[src/hw/rtl/qpc_pkg.sv]
// ----------------------------------------------------------------------------
// Queen placement counter package
// Shared widths, board constants and the control and status structures that
// pass between the top level and the search sequencer.
// ----------------------------------------------------------------------------
package qpc_pkg;

   // Default board edge; the top level parameter takes it as its default.
   localparam int QPC_BOARD_SIZE = 8;
   // Row stride inside the blocked-square mask, fixed whatever the board size.
   localparam int QPC_ROW_STRIDE = 8;
   localparam int QPC_BLOCKED_W  = 64;
   localparam int QPC_COUNT_W    = 7;
   // Largest count any legal board size can give (eight queens, empty board).
   localparam int QPC_COUNT_MAX  = 92;

   // Top level to sequencer.
   typedef struct packed {
      logic start;   // a board is being handed over this cycle
      logic ack;     // the finished count has been taken into the output register
   } qpc_ctrl_type;

   // Sequencer to top level.
   typedef struct packed {
      logic idle;    // ready for a new board
      logic done;    // count is final and waits to be taken
   } qpc_status_type;

endpackage

[src/hw/rtl/qpc_req_if.sv]
// ----------------------------------------------------------------------------
// Board request channel
// Valid/ready channel that carries one blocked-square mask per transaction.
// ----------------------------------------------------------------------------
interface qpc_req_if;
   logic                                valid;
   logic                                ready;
   logic [qpc_pkg::QPC_BLOCKED_W-1:0]   blocked_cells;

   modport source (output valid, output blocked_cells, input ready);
   modport sink   (input valid, input blocked_cells, output ready);
endinterface

[src/hw/rtl/qpc_rsp_if.sv]
// ----------------------------------------------------------------------------
// Count response channel
// Valid/ready channel that carries one placement count per transaction.
// ----------------------------------------------------------------------------
interface qpc_rsp_if;
   logic                              valid;
   logic                              ready;
   logic [qpc_pkg::QPC_COUNT_W-1:0]   placement_count;

   modport source (output valid, output placement_count, input ready);
   modport sink   (input valid, input placement_count, output ready);
endinterface

[src/hw/rtl/qpc_step.sv]
// ----------------------------------------------------------------------------
// Queen placement step unit
// Takes the occupancy masks of one row, picks its lowest free column and
// forms the masks and free columns of the row below. Also counts free columns
// so that the last row is settled in one step.
// ----------------------------------------------------------------------------
module qpc_step #(
   parameter int BOARD_SIZE = qpc_pkg::QPC_BOARD_SIZE
) (
   input  logic [BOARD_SIZE-1:0]         cols,
   input  logic [BOARD_SIZE-1:0]         diag_up,
   input  logic [BOARD_SIZE-1:0]         diag_down,
   input  logic [BOARD_SIZE-1:0]         avail,
   input  logic [BOARD_SIZE-1:0]         next_blocked,
   output logic [BOARD_SIZE-1:0]         avail_rest,
   output logic [BOARD_SIZE-1:0]         child_cols,
   output logic [BOARD_SIZE-1:0]         child_up,
   output logic [BOARD_SIZE-1:0]         child_down,
   output logic [BOARD_SIZE-1:0]         child_avail,
   output logic [$clog2(BOARD_SIZE+1)-1:0] free_count
);
   import qpc_pkg::*;

   localparam int CW = $clog2(BOARD_SIZE+1);

   logic [BOARD_SIZE-1:0] pick;

   assign pick        = avail & (~avail + BOARD_SIZE'(1));
   assign avail_rest  = avail & ~pick;
   assign child_cols  = cols | pick;
   // The shift drops the column that leaves the board on either side.
   assign child_up    = (diag_up | pick) << 1;
   assign child_down  = (diag_down | pick) >> 1;
   assign child_avail = ~(child_cols | child_up | child_down | next_blocked);

   always_comb begin
      free_count = '0;
      for (int i = 0; i < BOARD_SIZE; i++) begin
         free_count = free_count + CW'(avail[i]);
      end
   end

endmodule

[src/hw/rtl/qpc_search.sv]
// ----------------------------------------------------------------------------
// Queen placement search sequencer
// Walks the rows depth first with a per-row stack of occupancy masks and
// free columns, using the step unit once per cycle, and accumulates the count.
// ----------------------------------------------------------------------------
module qpc_search #(
   parameter int BOARD_SIZE = qpc_pkg::QPC_BOARD_SIZE
) (
   input  logic                                clock,
   input  logic                                reset,
   input  qpc_pkg::qpc_ctrl_type               ctrl,
   input  logic [qpc_pkg::QPC_BLOCKED_W-1:0]   blocked_cells,
   output qpc_pkg::qpc_status_type             status,
   output logic [qpc_pkg::QPC_COUNT_W-1:0]     placement_count
);
   import qpc_pkg::*;

   localparam int RW = $clog2(BOARD_SIZE);
   localparam int CW = $clog2(BOARD_SIZE+1);
   localparam logic [RW-1:0] LAST_ROW = RW'(BOARD_SIZE-1);

   typedef enum logic [1:0] {
      ST_IDLE,
      ST_RUN,
      ST_DONE
   } state_type;

   state_type                 state_ff, state_in;
   logic [RW-1:0]             row_ff, row_in;
   logic [QPC_COUNT_W-1:0]    count_ff, count_in;
   logic [QPC_BLOCKED_W-1:0]  blocked_ff;

   // Masks entering each row, and the columns of that row still to try.
   logic [BOARD_SIZE-1:0]     cols_ff  [BOARD_SIZE];
   logic [BOARD_SIZE-1:0]     up_ff    [BOARD_SIZE];
   logic [BOARD_SIZE-1:0]     down_ff  [BOARD_SIZE];
   logic [BOARD_SIZE-1:0]     avail_ff [BOARD_SIZE];

   logic [BOARD_SIZE-1:0]     next_blocked;
   logic [BOARD_SIZE-1:0]     avail_rest;
   logic [BOARD_SIZE-1:0]     child_cols;
   logic [BOARD_SIZE-1:0]     child_up;
   logic [BOARD_SIZE-1:0]     child_down;
   logic [BOARD_SIZE-1:0]     child_avail;
   logic [CW-1:0]             free_count;
   logic [RW-1:0]             next_row;
   logic                      at_last;
   logic                      cur_empty;
   logic                      take_pick;
   logic                      descend;

   assign next_row  = row_ff + RW'(1);
   assign at_last   = (row_ff == LAST_ROW);
   assign cur_empty = (avail_ff[row_ff] == '0);

   always_comb begin
      next_blocked = '0;
      for (int i = 0; i < BOARD_SIZE; i++) begin
         if (next_row == RW'(i)) begin
            next_blocked = blocked_ff[i*QPC_ROW_STRIDE +: BOARD_SIZE];
         end
      end
   end

   qpc_step #(
      .BOARD_SIZE(BOARD_SIZE)
   ) u_step (
      .cols         (cols_ff[row_ff]),
      .diag_up      (up_ff[row_ff]),
      .diag_down    (down_ff[row_ff]),
      .avail        (avail_ff[row_ff]),
      .next_blocked (next_blocked),
      .avail_rest   (avail_rest),
      .child_cols   (child_cols),
      .child_up     (child_up),
      .child_down   (child_down),
      .child_avail  (child_avail),
      .free_count   (free_count)
   );

   assign take_pick = (state_ff == ST_RUN) && !at_last && !cur_empty;
   // A child row with no free column is a dead end and is not entered.
   assign descend   = take_pick && (child_avail != '0);

   always_comb begin
      state_in = state_ff;
      row_in   = row_ff;
      count_in = count_ff;
      case (state_ff)
         ST_IDLE: begin
            if (ctrl.start) begin
               state_in = ST_RUN;
               row_in   = '0;
               count_in = '0;
            end
         end
         ST_RUN: begin
            if (at_last) begin
               count_in = count_ff + QPC_COUNT_W'(free_count);
               row_in   = row_ff - RW'(1);
            end else if (cur_empty) begin
               if (row_ff == '0) begin
                  state_in = ST_DONE;
               end else begin
                  row_in = row_ff - RW'(1);
               end
            end else if (descend) begin
               row_in = next_row;
            end
         end
         ST_DONE: begin
            if (ctrl.ack) begin
               state_in = ST_IDLE;
            end
         end
         default: begin
            state_in = ST_IDLE;
         end
      endcase
   end

   always_ff @(posedge clock) begin
      if (reset) begin
         state_ff <= ST_IDLE;
         row_ff   <= '0;
         count_ff <= '0;
      end else begin
         state_ff <= state_in;
         row_ff   <= row_in;
         count_ff <= count_in;
      end
   end

   always_ff @(posedge clock) begin
      if ((state_ff == ST_IDLE) && ctrl.start) begin
         blocked_ff <= blocked_cells;
      end
      for (int i = 0; i < BOARD_SIZE; i++) begin
         if ((state_ff == ST_IDLE) && ctrl.start) begin
            if (i == 0) begin
               cols_ff[i]  <= '0;
               up_ff[i]    <= '0;
               down_ff[i]  <= '0;
               avail_ff[i] <= ~blocked_cells[BOARD_SIZE-1:0];
            end
         end else if (take_pick && (row_ff == RW'(i))) begin
            avail_ff[i] <= avail_rest;
         end else if (descend && (next_row == RW'(i))) begin
            cols_ff[i]  <= child_cols;
            up_ff[i]    <= child_up;
            down_ff[i]  <= child_down;
            avail_ff[i] <= child_avail;
         end
      end
   end

   assign status.idle      = (state_ff == ST_IDLE);
   assign status.done      = (state_ff == ST_DONE);
   assign placement_count  = count_ff;

endmodule

[src/hw/rtl/queens_placement_counter.sv]
// ----------------------------------------------------------------------------
// Queen placement counter
// Counts the non-attacking one-queen-per-row placements on a board with
// blocked squares, by a depth-first search over the rows.
// ----------------------------------------------------------------------------
// Usage. A board arrives as one transaction on req_chan: bit row*8+col of
// blocked_cells set means no queen may stand on that square. Bits for rows or
// columns at or beyond BOARD_SIZE are ignored. Blocked squares do not stop
// attack lines. Exactly one transaction leaves on rsp_chan for each board,
// carrying placement_count.
// Search. Each step either places a queen in the lowest free column of a row
// above the last, backs out of a row whose columns are all tried, or settles
// the last row at once by counting its free columns. A pick whose child row
// has no free column is a dead end and is not entered. The shared step unit
// and its per-row stack set the running time, and a new board is taken only
// once the previous count has left the sequencer.
// Stalls. The count sits in an output register, so the next board is taken
// while the receiver stalls; a second finished count waits in the sequencer.
// Reset clears the sequencer and the output valid flag but not the held count;
// a board in the search and a count waiting to leave are both lost.
// ----------------------------------------------------------------------------
module queens_placement_counter #(
   parameter int BOARD_SIZE = qpc_pkg::QPC_BOARD_SIZE
) (
   input  logic          clock,
   input  logic          reset,
   qpc_req_if.sink       req_chan,
   qpc_rsp_if.source     rsp_chan
);
   import qpc_pkg::*;

   qpc_ctrl_type             ctrl;
   qpc_status_type           status;
   logic [QPC_COUNT_W-1:0]   search_count;

   logic                     rsp_valid_ff, rsp_valid_in;
   logic [QPC_COUNT_W-1:0]   rsp_count_ff;
   logic                     load;

   // The count moves on when the output register is empty or being emptied.
   assign load       = status.done && (!rsp_valid_ff || rsp_chan.ready);
   assign ctrl.start = req_chan.valid && status.idle;
   assign ctrl.ack   = load;

   assign req_chan.ready = status.idle;

   qpc_search #(
      .BOARD_SIZE(BOARD_SIZE)
   ) u_search (
      .clock           (clock),
      .reset           (reset),
      .ctrl            (ctrl),
      .blocked_cells   (req_chan.blocked_cells),
      .status          (status),
      .placement_count (search_count)
   );

   always_comb begin
      rsp_valid_in = rsp_valid_ff;
      if (load) begin
         rsp_valid_in = 1'b1;
      end else if (rsp_chan.ready) begin
         rsp_valid_in = 1'b0;
      end
   end

   always_ff @(posedge clock) begin
      if (reset) begin
         rsp_valid_ff <= 1'b0;
      end else begin
         rsp_valid_ff <= rsp_valid_in;
      end
   end

   always_ff @(posedge clock) begin
      if (load) begin
         rsp_count_ff <= search_count;
      end
   end

   assign rsp_chan.valid           = rsp_valid_ff;
   assign rsp_chan.placement_count = rsp_count_ff;

endmodule

[src/flat_wrapper.sv]
// flat-port wrapper written by rule: the top's interface ports become plain ports
module queens_placement_counter_flat import qpc_pkg::*;
#(
   parameter int BOARD_SIZE = qpc_pkg::QPC_BOARD_SIZE
)
  (clock, reset, req_chan_valid, req_chan_blocked_cells, req_chan_ready, rsp_chan_valid, rsp_chan_placement_count, rsp_chan_ready);
  qpc_req_if req_chan_i ();
  qpc_rsp_if rsp_chan_i ();
  input  logic clock;
  input  logic reset;
  input wire logic [$bits(req_chan_i.valid)-1:0] req_chan_valid;
  input wire logic [$bits(req_chan_i.blocked_cells)-1:0] req_chan_blocked_cells;
  output wire logic [$bits(req_chan_i.ready)-1:0] req_chan_ready;
  output wire logic [$bits(rsp_chan_i.valid)-1:0] rsp_chan_valid;
  output wire logic [$bits(rsp_chan_i.placement_count)-1:0] rsp_chan_placement_count;
  input wire logic [$bits(rsp_chan_i.ready)-1:0] rsp_chan_ready;
  assign req_chan_i.valid = req_chan_valid;
  assign req_chan_i.blocked_cells = req_chan_blocked_cells;
  assign req_chan_ready = req_chan_i.ready;
  assign rsp_chan_valid = rsp_chan_i.valid;
  assign rsp_chan_placement_count = rsp_chan_i.placement_count;
  assign rsp_chan_i.ready = rsp_chan_ready;
  queens_placement_counter #(.BOARD_SIZE(BOARD_SIZE)) u_core (.clock(clock), .reset(reset), .req_chan(req_chan_i), .rsp_chan(rsp_chan_i));
endmodule
[config.mk]
export PLATFORM = sky130hd
export DESIGN_NAME = queens_placement_counter_flat
export DESIGN_NICKNAME = d
export VERILOG_FILES = /design/src/hw/rtl/qpc_pkg.sv /design/src/hw/rtl/qpc_req_if.sv /design/src/hw/rtl/qpc_rsp_if.sv /design/src/hw/rtl/qpc_step.sv /design/src/hw/rtl/qpc_search.sv /design/src/hw/rtl/queens_placement_counter.sv /design/src/flat_wrapper.sv
export SDC_FILE = /design/constraint.sdc
export NUM_CORES = 1
export LEC_CHECK = 0
export BUFFER_PORTS_ARGS = -buffer_cell sky130_fd_sc_hd__buf_2
export CORE_ASPECT_RATIO = 0.7
export CORE_MARGIN = 2
export CORE_UTILIZATION = 55
export CTS_BUF_LIST = sky130_fd_sc_hd__clkbuf_4 sky130_fd_sc_hd__clkbuf_8
export DETAILED_ROUTE_END_ITERATION = 7
export PLACE_DENSITY = 0.8
export REMOVE_ABC_BUFFERS = 1
export SLEW_MARGIN = 5
export SYNTH_ARGS = -nofsm -noshare
export SYNTH_HDL_FRONTEND = slang
export SYNTH_SLANG_ARGS = --single-unit
[constraint.sdc]
create_clock -name clock -period 5.6 [get_ports clock]
set_input_delay 1.12 -clock clock [delete_from_list [all_inputs] [get_ports clock]]
set_output_delay 1.12 -clock clock [all_outputs]
set_load 0.05 [all_outputs]
=== After elaboration in Yosys (flattened, before gate mapping) ===
Memory sizes are Yosys's and may differ from the RTL's. A register that Yosys moved wholly into a read port is not among the register bits.
Index checks and enable logic that the tools add are counted.

* Bits in writable memories: 240
* Output and inout port bits: 9
* Word-level logic and storage cells: 316
* Memories: 4
* Bits in registers: 84
* Bits of input ports: 68

* Add/sub/neg operators: 11
* Muxes and demuxes: 184
* Reduce and logical (&&, ||, !) cells: 63
* Bitwise logic cells: 24
* Equality and inequality tests: 24

{| class="wikitable"
|+ Memories
! name !! depth !! bits a word !! rd ports !! clocked after Yosys merged registers in !! wr ports !! RTL line !! text
|-
| u_core.u_search.avail_ff || 8 || 8 || 1 || 1 || 2 || qpc_search.sv:37 || <nowiki>logic [BOARD_SIZE-1:0] avail_ff [BOARD_SIZE];</nowiki>
|-
| u_core.u_search.cols_ff || 8 || 8 || 1 || 1 || 1 || qpc_search.sv:34 || <nowiki>logic [BOARD_SIZE-1:0] cols_ff [BOARD_SIZE];</nowiki>
|-
| u_core.u_search.down_ff || 8 || 7 || 1 || 1 || 1 || qpc_search.sv:36 || <nowiki>logic [BOARD_SIZE-1:0] down_ff [BOARD_SIZE];</nowiki>
|-
| u_core.u_search.up_ff || 8 || 7 || 1 || 1 || 1 || qpc_search.sv:35 || <nowiki>logic [BOARD_SIZE-1:0] up_ff [BOARD_SIZE];</nowiki>
|}

{| class="wikitable"
|+ Operators by type and width
! cell !! count
|-
| $mux W8 || 31
|-
| $mux W7 || 18
|-
| $mux W3 || 40
|-
| $reduce_or A8 Y1 || 13
|-
| $reduce_or A7 Y1 || 14
|-
| $mux W1 || 87
|-
| $not A8 Y8 || 4
|-
| $or A8 B8 Y8 || 4
|-
| $add A4 B1 Y4 || 6
|-
| $eq A3 B3 Y1 const B || 8
|-
| $logic_and A1 B1 Y1 || 22
|-
| $and A8 B8 Y8 || 2
|-
| $pmux W7 S2 || 1
|-
| $eq A3 B2 Y1 const B || 4
|-
| $or A1 B1 Y1 || 12
|-
| $mux W2 || 5
|-
| $add A8 B1 Y8 const B || 1
|-
| $logic_not A8 Y1 || 1
|-
| $ne A2 B2 Y1 const B || 4
|-
| $ne A4 B4 Y1 const B || 2
|-
| $or A8 B7 Y8 || 1
|-
| $reduce_bool A8 Y1 || 1
|-
| $add A7 B4 Y7 || 1
|-
| $or A7 B7 Y7 || 1
|-
| other kinds (17) || 23
|}

=== Logic depth before layout (Yosys ltp) ===
* Word-level depth: 27
* Depth in mapped cells: 21
* Gate-level depth less buffers: 18

=== Cells and area by module ===
From an unflattened synthesis, not the netlist that was laid out.

* Cells, all modules: 890
* Area total of the unflattened synthesis: 15337.2 um^2

{| class="wikitable"
|+ Modules (own cells, without submodules)
! module !! cells each !! area each (um^2) !! seq. area each (um^2) !! instances
|-
| qpc_search || 800 || 14447.6 || 9909.5 || 1
|-
| qpc_step || 77 || 618.1 || 0.0 || 1
|-
| queens_placement_counter || 13 || 271.5 || 230.2 || 1
|}

=== Worst setup path after synthesis ===
Ideal clock, no wire load.

* Path kind: reg2reg
* Start point: register (tool-made name)
* End point: register u_core.u_search.count_ff[5] (netlist: u_core.u_search.placement_count[5])
* Library setup time: 0.116 ns
* Required time: 5.484 ns
* Data arrival time: 4.534 ns
* Cell stages (with the launch flop): 18
* Buffers on the path: 1
* Setup slack: 0.950 ns
* Clock period less this slack: 4.650 ns
* Path through: dfxtp_1 > buf_6 > mux4_1 > mux2i_1 > ha_1 > inv_1 > fa_1 > fa_1 > fa_1 > fa_1 > inv_1 > ha_1 > a21o_1 > a21oi_1 > nor2b_1 > o211ai_1 > xor2_1 > nor2_1

{| class="wikitable"
|+ RTL lines
! element !! RTL line !! text
|-
| to (signal assigned) || qpc_search.sv:130 || <nowiki>count_ff <= count_in;</nowiki>
|-
| to (decl) || qpc_search.sv:30 || <nowiki>logic [QPC_COUNT_W-1:0] count_ff, count_in;</nowiki>
|}

==> impl_metrics.json <==
{
  "vias_in_the_first_global_route": 8360,
  "cts_made_buffers": 45,
  "cellPowerDensity_nw_per_um2": 326,
  "synthesis.yosys.warnings": 0,
  "min-delay-path-class": "reg -> reg",
  "holdCritStartpoint": "u_core.u_search.placement_count[6]$_SDFFE_PP0P_",
  "finalHoldViolations": 0,
  "routed_wire_length_per_instance_um": 24.1,
  "dpl_cell_area_sq_um": 14800,
  "clock_latency_ps": 570,
  "achievable-frequency_mhz": 188,
  "grt_antenna_before_repair": 0,
  "timing.slew.headroom_pct": 16.7,
  "dpl.hpwl_um": 21500,
  "drt_pre_antenna_iters": 6,
  "syn-instance-count": 852,
  "critical_path_buf_inv_count": 3,
  "worst-r2r-cell-count": 18,
  "routed-via-count": 8405,
  "worstSetupPathType": "reg -> reg",
  "gpl.final_weighted_congestion": 0.865,
  "worstHoldPathCells": 0,
  "yosysSeqAreaShare_pct": 66.0,
  "detail-route-antenna-nets": 0,
  "h_tree_lvls": 2,
  "grt_start_max_net_pins": 65,
  "overflow": 0,
  "num_io_pins": 77,
  "number_of_synthesized_flops_with_an_enable_pin": 295,
  "path_clk_slew_ps": 70,
  "ir_worst_vdd_uv": 272,
  "global_route_wire_length_before_repair_um": 50000,
  "whs_endpoint": "u_core.rsp_chan.placement_count[6]$_DFFE_PP_",
  "final_layout_size_suffix_gt1_share_pct": 27.5,
  "cp_data_required_time_ps": 6050,
  "tightestPinTransition_ps": 1240,
  "drc": 0,
  "status": "complete, no violations",
  "die_width_um": 194,
  "die_area_sq_um": 26600,
  "critical_path.endpoint_type": "register",
  "wirelength_um": 32300,
  "async_flop_share_pct": 0,
  "clock-root-buffer": "sky130_fd_sc_hd__clkbuf_8",
  "arrival_ps": 5770,
  "timing.rr.end": "u_core.u_search.placement_count[5]$_SDFFE_PP0P_",
  "grt_setup_unrepaired": "false",
  "synth.cell_area_sq_um": 13900,
  "critical_path.startpoint_type": "register",
  "cp_slowest_stage_delay_ps": 610,
  "floorplan.die.height_um": 137,
  "p_total_w": 0.00512,
  "cts_hold_repair.buffers": 0,
  "cp_common_cell": "sky130_fd_sc_hd__fa_1",
  "final_cell_area_excluding_filler_cells_sq_um": 15700,
  "synthFlopType": "sky130_fd_sc_hd__edfxtp_1",
  "cts_max_path_buffers": 3,
  "reg2reg_setup_slack_ps": 280,
  "fin_crit_sh_pct": 94.9,
  "setup_violations": 0,
  "area.growth.synth_to_final_pct": 13.1,
  "period_needed_ps": 5320,
  "drt_first_iter_violations": 1119,
  "final_cell_count_no_fill": 1340,
  "layout.nets": 1070,
  "postCtsResizedCells": 0,
  "final.setup.tns_ps": 0,
  "total_track_usage_pct": 25.3,
  "initial_utilization_pct": 56.2,
  "crit_path_top_delay_cell": "sky130_fd_sc_hd__dfxtp_4",
  "synth-seq-cells": 311,
  "max_cap_violations": 0,
  "io_buffer_count": 76,
  "fin_hold_ws_ps": 490,
  "placementRows": 48,
  "synth_area_per_cell_sq_um": 16.3,
  "tritoncts": "done",
  "critical-path-top-delay-family": "adder cells",
  "post_drt_via_cell_ratio": 6.27,
  "core_region_area_sq_um": 24700,
  "antenna_cells": 0,
  "placed_cell_count": 1257,
  "leakage_nw": 5.75,
  "cts_post_setup_buffers_inserted": 0,
  "finClkSkew_ps": 19.2,
  "clock_sinks": 311,
  "critical_path.max_fanout": 20,
  "slew_violations": 0,
  "crit_path_cell_trace": "buf_4 > mux2i_1 > a22oi_1 > nand2_1 > ha_1 > inv_1 > fa_1 > fa_1 > fa_1 > fa_1 > inv_1 > ha_1 > a21o_1 > a21oi_1 > nor2b_1 > o211ai_1 > xor2_1 > nor2_1",
  "yosys.cell_types.count": 76
}
state kept, by name (all words and copies together) (netlist names), 2 cells and up, named ones only:
name / flops
u_core.u_search.down_ff: 48
u_core.u_search.row_ff: 3
u_core.u_search.placement_count: 7
u_core.u_search.state_ff: 2
u_core.u_search.avail_ff: 64
u_core.rsp_chan.placement_count: 7
u_core.u_search.cols_ff: 64
u_core.u_search.blocked_ff: 64
u_core.u_search.up_ff: 48
routing by layer:
| layer | global-route usage (%) | part of all wire, % |
|---|---|---|
| met1 | 38.7 | 44 |
| met2 | 36.1 | 42 |
| met5 | 0 | 0 |
| met3 | 6.65 | 12 |
| met4 | 6.23 | 1.7 |
where the power goes:
part | leakage (nW) | switching (W) | total, W | internal, W
registers | 2.85 | 0.0000281 | 0.00269 | 0.00266
logic | 2.41 | 0.000373 | 0.000615 | 0.000242
clock network | 0.492 | 0.000854 | 0.00182 | 0.000965
total | 5.75 | 0.00126 | 0.00512 | 0.00387
how the worst max path moves through the flow:
stage | depth (start not counted) | end | slack [ps] | start
6_report | 18 | u_core.u_search.placement_count[5]$_SDFFE_PP0P_ | 280 | register
5_1_grt | 16 | u_core.u_search.placement_count[4]$_SDFFE_PP0P_ | 30 | register
4_1_cts | 16 | u_core.u_search.placement_count[4]$_SDFFE_PP0P_ | 340 | register
3_5_place_dp | 18 | u_core.u_search.placement_count[5]$_SDFFE_PP0P_ | 360 | register
3_3_place_gp | 18 | u_core.u_search.placement_count[5]$_SDFFE_PP0P_ | 530 | register
2_1_floorplan | 11 | u_core.u_search.cols_ff[0][0]$_SDFFCE_PN0P_ | -1890 | register
cell type report:
type	count	area, sq um
multi-input cells	463	4280
clock buffers	65	838
inverters	36	135
repair buffers	122	788
flip-flops and latches	311	9190
fillers	1767	9020
clock inverters	18	82.6
well taps	325	407
cells in the final DEF (no fill, tap or decap), drive strengths merged, types with 17 or more instances in the layout:
cell,instances
edfxtp,295
buf,122
mux2i,84
clkbuf,65
mux4,50
nand2,40
a21oi,34
inv,34
nor2,33
o21ai,29
nor2b,23
clkinv,19
nand3,18
ha,18
mux2,17
through the flow:
stage | utilization [%] | setup slack [ps]
2_1_floorplan | - | -1890
3_3_place_gp | 59.8 | 533
3_5_place_dp | 59.8 | 359
4_1_cts | 63.5 | 345
5_1_grt | 63.5 | 28.1
6_report | 63.5 | 283
cells in the mapped netlist (all sizes together), types with 5 or more instances:
cell type	instances	share of area, %
edfxtp	295	64
mux2i	84	6.3
mux4	50	8.2
nand2	40	1.1
a21oi	34	1.3
inv	34	0.92
buf	33	1.9
nor2	33	0.89
o21ai	29	1.0
nor2b	23	1.0
ha	18	1.6
nand3	18	0.65
mux2	17	1.5
dfxtp	16	2.3
nand2b	12	0.54
clkbuf	9	0.26
nand3b	6	0.32
o211ai	6	0.42
a31oi	5	0.33
and3	5	0.22
fa	5	0.72
or3	5	0.22
logic make-up after synthesis:
| group | synth area share [%] |
|---|---|
| multiplexers | 15.9 |
| AO/OA/AOI/OAI | 6.07 |
| buffers and inverters | 3.17 |
| AND/OR/NAND/NOR | 6.10 |
| adder cells (fa/ha/maj) | 2.34 |
| flip-flops | 66.0 |
| XOR/XNOR | 0.378 |
No activity file was read; power rests on OpenSTA's default activity.
